===== src/design/xgrd_pkg.sv =====
// package for the gamepad report decoder: report layout constants,
// configuration register indexes, button positions and the analog scaling function
// no dependencies
package xgrd_pkg;

    localparam int REPORT_BYTES      = 20;
    localparam int EXTRA_BUTTON_BASE = 11;
    localparam int REPORT_W          = 8 * REPORT_BYTES;
    localparam int LEN_W             = 6;
    localparam int CFG_IDX_W         = 3;
    localparam int CFG_DATA_W        = 8;
    localparam int AXIS_W            = 16;
    localparam int NUM_AXES          = 12;
    localparam int FACE_COUNT        = 6;

    localparam logic [CFG_DATA_W-1:0] THRESHOLD_RESET = 8'd32;

    typedef enum logic [CFG_IDX_W-1:0] {
        CFG_GAMEPAD_KIND    = 3'd0,
        CFG_DANCE_MODE      = 3'd1,
        CFG_LIGHT_GUN_MODE  = 3'd2,
        CFG_NULL_STICKS     = 3'd3,
        CFG_PRESS_THRESHOLD = 3'd4
    } t_cfg_idx;

    // report byte positions
    localparam int BYTE_DIGITAL = 2;
    localparam int BYTE_GUN     = 3;
    localparam int BYTE_LTRIG   = 10;
    localparam int BYTE_RTRIG   = 11;
    localparam int BYTE_LX      = 12;
    localparam int BYTE_LY      = 14;
    localparam int BYTE_RX      = 16;
    localparam int BYTE_RY      = 18;

    // digital byte bits
    localparam int DIG_START = 4;
    localparam int DIG_BACK  = 5;
    localparam int DIG_LCLK  = 6;
    localparam int DIG_RCLK  = 7;
    localparam int GUN_BIT   = 5;

    // button positions
    localparam int BTN_BACK  = 4;
    localparam int BTN_START = 6;
    localparam int BTN_LCLK  = 7;
    localparam int BTN_RCLK  = 8;

    // face bytes A, B, X, Y, White, Black
    localparam logic [4:0] FACE_OFFSET [FACE_COUNT] = '{5'd4, 5'd5, 5'd6, 5'd7, 5'd9, 5'd8};
    localparam logic [3:0] FACE_BUTTON [FACE_COUNT] = '{4'd0, 4'd1, 4'd2, 4'd3, 4'd9, 4'd10};

    localparam logic [3:0] HAT_UP    = 4'h1;
    localparam logic [3:0] HAT_RIGHT = 4'h2;
    localparam logic [3:0] HAT_DOWN  = 4'h4;
    localparam logic [3:0] HAT_LEFT  = 4'h8;

    // v*257 - 32768 modulo 2^16 is the byte repeated with the top bit flipped
    function automatic logic [AXIS_W-1:0] scale_byte(input logic [7:0] v);
        return {~v[7], v[6:0], v};
    endfunction

endpackage


===== src/design/xid_gamepad_report_decoder.sv =====
// top level of the gamepad report decoder: input register, decode logic,
// result register and configuration registers
// depends on xgrd_pkg
//
// an accepted item passes the input register and then the result register
// throughput: one item per cycle while results are taken; while the result waits the input register takes one more item
// reset: synchronous active-low, clears both valid flags and returns the configuration
// registers to gamepad kind set, all modes off and threshold 32
module xid_gamepad_report_decoder (
    input  logic                                i_clk,
    input  logic                                i_rst_n,
    input  logic                                i_cfg_we,
    input  logic [xgrd_pkg::CFG_IDX_W-1:0]      i_cfg_index,
    input  logic [xgrd_pkg::CFG_DATA_W-1:0]     i_cfg_data,
    input  logic                                i_in_valid,
    output logic                                o_in_ready,
    input  logic [63:0]                         i_bytes_low,
    input  logic [63:0]                         i_bytes_mid,
    input  logic [31:0]                         i_bytes_high,
    input  logic [xgrd_pkg::LEN_W-1:0]          i_report_length,
    output logic                                o_out_valid,
    input  logic                                i_out_ready,
    output logic                                o_ok,
    output logic [15:0]                         o_button_bits,
    output logic [3:0]                          o_hat_bits,
    output logic [63:0]                         o_axes_first,
    output logic [63:0]                         o_axes_second,
    output logic [63:0]                         o_axes_third
);

    logic                                r_gamepad_kind;
    logic                                r_dance_mode;
    logic                                r_light_gun_mode;
    logic                                r_null_sticks;
    logic [xgrd_pkg::CFG_DATA_W-1:0]     r_press_threshold;

    logic                                r_s1_valid;
    logic [xgrd_pkg::REPORT_W-1:0]       r_bytes;
    logic [xgrd_pkg::LEN_W-1:0]          r_len;

    logic                                r_out_valid;
    logic                                s1_load;
    logic                                out_load;

    logic                                n_ok;
    logic [15:0]                         n_button_bits;
    logic [3:0]                          n_hat_bits;
    logic [63:0]                         n_axes_first;
    logic [63:0]                         n_axes_second;
    logic [63:0]                         n_axes_third;

    assign o_in_ready  = !r_s1_valid || !r_out_valid || i_out_ready;
    assign s1_load     = i_in_valid && o_in_ready;
    assign out_load    = r_s1_valid && (!r_out_valid || i_out_ready);
    assign o_out_valid = r_out_valid;

    // configuration registers
    always_ff @(posedge i_clk) begin
        if (!i_rst_n) begin
            r_gamepad_kind    <= 1'b1;
            r_dance_mode      <= 1'b0;
            r_light_gun_mode  <= 1'b0;
            r_null_sticks     <= 1'b0;
            r_press_threshold <= xgrd_pkg::THRESHOLD_RESET;
        end else if (i_cfg_we) begin
            unique case (i_cfg_index)
                xgrd_pkg::CFG_GAMEPAD_KIND:    r_gamepad_kind    <= i_cfg_data[0];
                xgrd_pkg::CFG_DANCE_MODE:      r_dance_mode      <= i_cfg_data[0];
                xgrd_pkg::CFG_LIGHT_GUN_MODE:  r_light_gun_mode  <= i_cfg_data[0];
                xgrd_pkg::CFG_NULL_STICKS:     r_null_sticks     <= i_cfg_data[0];
                xgrd_pkg::CFG_PRESS_THRESHOLD: r_press_threshold <= i_cfg_data;
                default: begin
                end
            endcase
        end
    end

    // input register
    always_ff @(posedge i_clk) begin
        if (!i_rst_n) begin
            r_s1_valid <= 1'b0;
        end else if (s1_load) begin
            r_s1_valid <= 1'b1;
        end else if (out_load) begin
            r_s1_valid <= 1'b0;
        end
    end

    always_ff @(posedge i_clk) begin
        if (s1_load) begin
            r_bytes <= {i_bytes_high, i_bytes_mid, i_bytes_low};
            r_len   <= i_report_length;
        end
    end

    // decode
    always_comb begin
        logic [7:0]  digital;
        logic [7:0]  face;
        logic [15:0] buttons;
        logic [3:0]  hat;
        logic [xgrd_pkg::AXIS_W-1:0] axis [xgrd_pkg::NUM_AXES];
        logic        accept;

        accept = r_gamepad_kind
              && (r_len >= xgrd_pkg::LEN_W'(xgrd_pkg::REPORT_BYTES))
              && (r_bytes[7:0] == 8'd0)
              && (r_bytes[15:8] == 8'(xgrd_pkg::REPORT_BYTES));

        digital = r_bytes[8*xgrd_pkg::BYTE_DIGITAL +: 8];
        buttons = '0;
        hat     = '0;
        for (int i = 0; i < xgrd_pkg::NUM_AXES; i++) begin
            axis[i] = '0;
        end

        buttons[xgrd_pkg::BTN_BACK]  = digital[xgrd_pkg::DIG_BACK];
        buttons[xgrd_pkg::BTN_START] = digital[xgrd_pkg::DIG_START];
        buttons[xgrd_pkg::BTN_LCLK]  = digital[xgrd_pkg::DIG_LCLK];
        buttons[xgrd_pkg::BTN_RCLK]  = digital[xgrd_pkg::DIG_RCLK];

        for (int i = 0; i < xgrd_pkg::FACE_COUNT; i++) begin
            face = r_bytes[8*xgrd_pkg::FACE_OFFSET[i] +: 8];
            if (face > r_press_threshold) begin
                buttons[xgrd_pkg::FACE_BUTTON[i]] = 1'b1;
            end
            axis[6 + i] = xgrd_pkg::scale_byte(face);
        end

        if (r_dance_mode) begin
            for (int i = 0; i < 4; i++) begin
                if (digital[i]) begin
                    buttons[4'(xgrd_pkg::EXTRA_BUTTON_BASE + i)] = 1'b1;
                end
            end
        end else begin
            // opposite directions cancel
            if (digital[1:0] == 2'b01) hat = hat | xgrd_pkg::HAT_UP;
            if (digital[1:0] == 2'b10) hat = hat | xgrd_pkg::HAT_DOWN;
            if (digital[3:2] == 2'b01) hat = hat | xgrd_pkg::HAT_LEFT;
            if (digital[3:2] == 2'b10) hat = hat | xgrd_pkg::HAT_RIGHT;
        end

        if (r_light_gun_mode && r_bytes[8*xgrd_pkg::BYTE_GUN + xgrd_pkg::GUN_BIT]) begin
            buttons[4'(xgrd_pkg::EXTRA_BUTTON_BASE)] = 1'b1;
        end

        if (!r_null_sticks) begin
            axis[0] =  r_bytes[8*xgrd_pkg::BYTE_LX +: 16];
            axis[1] = ~r_bytes[8*xgrd_pkg::BYTE_LY +: 16];
            axis[2] =  r_bytes[8*xgrd_pkg::BYTE_RX +: 16];
            axis[3] = ~r_bytes[8*xgrd_pkg::BYTE_RY +: 16];
        end
        axis[4] = xgrd_pkg::scale_byte(r_bytes[8*xgrd_pkg::BYTE_LTRIG +: 8]);
        axis[5] = xgrd_pkg::scale_byte(r_bytes[8*xgrd_pkg::BYTE_RTRIG +: 8]);

        for (int i = 0; i < 4; i++) begin
            n_axes_first[16*i +: 16]  = axis[i];
            n_axes_second[16*i +: 16] = axis[4 + i];
            n_axes_third[16*i +: 16]  = axis[8 + i];
        end

        n_ok          = accept;
        n_button_bits = buttons;
        n_hat_bits    = hat;
        if (!accept) begin
            n_button_bits = '0;
            n_hat_bits    = '0;
            n_axes_first  = '0;
            n_axes_second = '0;
            n_axes_third  = '0;
        end
    end

    // result register
    always_ff @(posedge i_clk) begin
        if (!i_rst_n) begin
            r_out_valid <= 1'b0;
        end else if (out_load) begin
            r_out_valid <= 1'b1;
        end else if (i_out_ready) begin
            r_out_valid <= 1'b0;
        end
    end

    always_ff @(posedge i_clk) begin
        if (out_load) begin
            o_ok          <= n_ok;
            o_button_bits <= n_button_bits;
            o_hat_bits    <= n_hat_bits;
            o_axes_first  <= n_axes_first;
            o_axes_second <= n_axes_second;
            o_axes_third  <= n_axes_third;
        end
    end

endmodule


===== config.mk =====
export PLATFORM = sky130hd
export DESIGN_NAME = xid_gamepad_report_decoder
export DESIGN_NICKNAME = d
export VERILOG_FILES = /design/src/design/xgrd_pkg.sv /design/src/design/xid_gamepad_report_decoder.sv
export SDC_FILE = /design/constraint.sdc
export NUM_CORES = 1
export LEC_CHECK = 0
export BUFFER_PORTS_ARGS = -buffer_cell sky130_fd_sc_hd__buf_2
export CORE_MARGIN = 3
export CORE_UTILIZATION = 30
export CTS_CLUSTER_SIZE = 30
export DETAILED_ROUTE_END_ITERATION = 6
export PLACE_DENSITY = 0.64
export SLEW_MARGIN = 40
export SYNTH_ARGS = -nofsm -noshare
export SYNTH_HDL_FRONTEND = slang
export SYNTH_SLANG_ARGS = --single-unit

===== constraint.sdc =====
create_clock -name i_clk -period 11.5 [get_ports i_clk]
set_input_delay 2.3 -clock i_clk [delete_from_list [all_inputs] [get_ports i_clk]]
set_output_delay 2.3 -clock i_clk [all_outputs]
set_load 0.02 [all_outputs]

# After elaboration in Yosys (flattened, before gate mapping)
# Cells that the tools add are included.
# totals
reg_bits	392
# classes
n_lt_le_gt_ge	7
n_reduce_logical	20
n_bitwise	11
eq_ne	8
muxes	14
# ops
op	count
> comparator 8 bit	6
inverter 16 bit	2
two-way mux 1 bit	11
inverter 1 bit	9
equality test 8 x 5 -> 1 bit (second input constant)	1
logical NOT 8 bit	1
AND reduction 2 bit	4
>= comparator 6 x 5 -> 1 bit (second input constant)	1
logical AND 1 bit	5
equality test 2 x 1 -> 1 bit (second input constant)	2
equality test 2 bit (second input constant)	2
two-way mux 4 bit	1
nonzero test 2 bit	2
OR reduction 2 bit	2
equality test 3 x 1 -> 1 bit (second input constant)	1
equality test 3 x 2 -> 1 bit (second input constant)	1
equality test 3 bit (second input constant)	1
logical NOT 3 bit	1
logical OR 1 bit	3
two-way mux 3 bit	1
logical NOT 1 bit	2
two-way mux 2 bit	1

# Longest topological paths before layout
# depth
ltp_word	6
depth_mapped	6
depth_no_buf	6

# Worst setup path before layout
# No wires, ideal clock.
# synth_timing
path_kind	input to register
startpoint	in i_out_ready
endpoint	reg o_axes_first[0] (enable)
path_stages	2
slack_ns	1.767
t_arrival_ns	9.051
t_required_ns	10.818
setup_time_ns	0.682
path_cell_list	nor2b_1 > nor2b_1
# synth_between
elab_chain_cells	2
# synth_rtl
item	line	rtl
start, declared	xid_gamepad_report_decoder.sv:22	input logic i_out_ready,
logical OR 1 bit	xid_gamepad_report_decoder.sv:54	assign out_load = r_s1_valid && (!r_out_valid || i_out_ready);
logical AND 1 bit	xid_gamepad_report_decoder.sv:54	
named net out_load	xid_gamepad_report_decoder.sv:43	logic out_load;
end signal, assigned	xid_gamepad_report_decoder.sv:191	o_axes_first <= n_axes_first;
end, declared	xid_gamepad_report_decoder.sv:26	output logic [63:0] o_axes_first,
# The timed path passes the listed nets, and every way through them passes these cells.
# A chain may end at the register's enable or synchronous reset.

# Worst setup path after layout
# layout_timing
startpoint	in i_out_ready
endpoint	out o_in_ready
# layout_between
elab_chain_cells	1
# layout_rtl
item	line	rtl
logical OR 1 bit	xid_gamepad_report_decoder.sv:52	assign o_in_ready = !r_s1_valid || !r_out_valid || i_out_ready;
end, declared	xid_gamepad_report_decoder.sv:16	output logic o_in_ready,
# No other way between the ends.

==> flow_summary.toml <==
[routing]
viasPerCell = 4.39
remaining_drc_errors = 0
wl_per_cell_um = 18.4
antenna_left = 0
drtIter0Drc = 255
first_pass_iters = 4
drt_wl_total_um = 30200
vias = 7227

[placed_design]
port_buffers = 380
hpwl_um = 20400
routabilityCongestion = 0.749

[die]
ios = 397
die_w_um = 209
design.die.area_um2 = 43700
num_rows = 73
core_region_area_um2 = 40200
initial_core_util_pct = 30.8
die_y_um = 209

[clocking]
path_clk_slew_ns = 0.05
clk_latency_ns = 0.55
ctsHoldBuffers = 0
clock_sinks = 320
cts_buffer_depth = 3
numCtsBuffers = 36
htreeDepth = 2
post-cts-setup-buffer-count = 0
cts_tree = "built"
cts-root-buf = "clkbuf_16"
cts_resized = 0

[yosys]
muxShareOfSynthArea_pct = 0.243
synth_compound_area_share_pct = 2.70
avgSynthCellArea_um2 = 16.6
yosys_warnings = 0
ys_seq_area_share_pct = 76.7
synth-seq-cells = 320
synth_top_family_by_area = "simple AND/OR/NAND/NOR gates"
synth_fa_ha_area_share_pct = 4.86
yosys.area_share.simple_pct = 10.2
synthXorXnorAreaFrac_pct = 0
synth_cell_types = 39
syn_inst = 745
synth_area_um2 = 12400

[power_and_ir_drop]
p_per_area_nw_per_um2 = 174
total_leakage_power_nw = 6.48
peakVddDrop_v = 0.000126

[grt]
met1_usage_pct = 15.8
grtUsageMet3_pct = 3.89
grt_antenna_before_repair = 9
met2_usage_pct = 22.5
track_usage_pct = 13.5
grt_max_degree = 152
overflow = 0
grt.busiest_layer = "met2"
grt_pass1_wl_um = 44400
grt_pass1_vias = 7498

[worst_setup_path]
cp.arrival_ns = 3.00
critical_path_class = "input port to output pin"
start_kind = "input port"
setup.worst_path.end_class = "output pin"
crit_fanout = 4
worstPathRequired_ns = 9.20

[finish]
layout_common_cells = "buf_2 (380), edfxtp_1 (307), nor2_1 (73), and3_1 (62), ha_1 (48)"
drive_gt1_share_pct = 41.5
syn_to_final_growth_pct = 27.3
fin_util_pct = 39.2
final_nets = 1319
final_common_cell = "buf_2"

[timing]
period_needed_ns = 5.30
hold_violations = 0
fin_crit_sh_pct = 46.1
rsz0062_at_grt = "false"
relSlewSlack_pct = 49.5
fmax_mhz = 189
setup_viol = 0
finClkSkew_ns = 0.0261
worst_pin_slew_ns = 0.757
drv_slew = 0
fin_tns_setup_ns = 0

[worst_hold_path]
hold_path.class = "flop to flop"

[job]
cap_violations = 0

[outcome]
status = "finished, final reports clean"
power breakdown:
group | switching, mW | internal [mW]
Combinational | 0.106 | 0.0577
Clock | 0.472 | 0.745
Sequential | 0.0211 | 1.34
synthesized netlist by cell type (all sizes together):
cell type,n,area [µm²]
nor4b,7,86.3
edfxtp,307,9220
a221oi,6,83.8
o21ai,11,55.1
o21a,2,15.0
mux2i,3,30.0
nor3,1,10.0
a21o,1,7.51
dfxtp,13,260
and4,6,52.6
o31ai,1,7.51
nor2,73,274
and4b,1,10.0
clkbuf,17,75.1
nor2b,12,75.1
a211oi,5,37.5
nor4,1,12.5
o2111ai,1,8.76
and2,33,206
ha,48,601
o2111a,1,11.3
buf,70,520
o211ai,1,7.51
conb,1,3.75
nand2b,6,37.5
and3,63,394
nand4,1,6.26
a21oi,20,100
nor4bb,2,20.0
nand2,13,56.3
inv,15,56.3
nand3,3,20.0
routing by layer:
metal,wire length [µm],vias to the layer above,part of all wire [%]
met5,25,-,0.083
li1,-,3404,-
met4,1160,4,3.8
met2,15000,281,49
met3,2130,70,7.0
met1,12000,3468,40
stage by stage:
stage          hold WS (ns)  worst slack, ns  area, µm²  cells  power, mW
2_1_floorplan         0.433             1.77      12400    750       1.48
3_5_place_dp          0.458             6.19      14400   1574       1.55
3_3_place_gp          0.445             6.22      14400   1574       1.54
5_1_grt               0.488             6.10      15700   1647       2.84
4_1_cts               0.473             6.19      15700   1638       2.78
6_report              0.466             6.20      15700   1647       2.74
worst paths after layout:
path                                     start               end  slack [ns]  depth (start not counted)
worst max-delay path               i_out_ready        o_in_ready        6.20                          4
worst min-delay path            r_gamepad_kind    r_gamepad_kind        0.47                          2
worst max register to register      r_bytes[3]  o_axes_first[60]        8.76                          5
worst min register to register  r_gamepad_kind    r_gamepad_kind        0.47                          2
sequential cells by signal, summed over array words and instances (netlist names):
name and count:
r_press_threshold 8, r_len 4, o_hat_bits 4, r_dance_mode 1, o_button_bits 10, o_out_valid 1, o_axes_second 36, o_axes_first 64
r_null_sticks 1, r_s1_valid 1, r_bytes 152, o_axes_third 36, r_gamepad_kind 1, o_ok 1
layout make-up:
| class | instances | area (µm²) |
|---|---|---|
| Sequential cell | 320 | 9480 |
| Fill cell | 3765 | 24400 |
| Antenna cell | 7 | 17.5 |
| Inverter | 15 | 56.3 |
| Clock buffer | 41 | 930 |
| Tap cell | 525 | 657 |
| Clock inverter | 23 | 325 |
| Multi-Input combinational cell | 328 | 2280 |
| Timing Repair Buffer | 388 | 2000 |
logic make-up after synthesis:
kind of cell    count (synthesis)
buf+inv                       102
compound gates                 49
flops                         320
fa+ha+maj                      48
simple gates                  222
other cells                     1
mux                             3
critical path, cell delays in order:
cell     delay [ns]
buf_2          0.09
nor2b_1        0.31
nand2_1        0.12
buf_2          0.17
(Power assumes the default switching activity.)
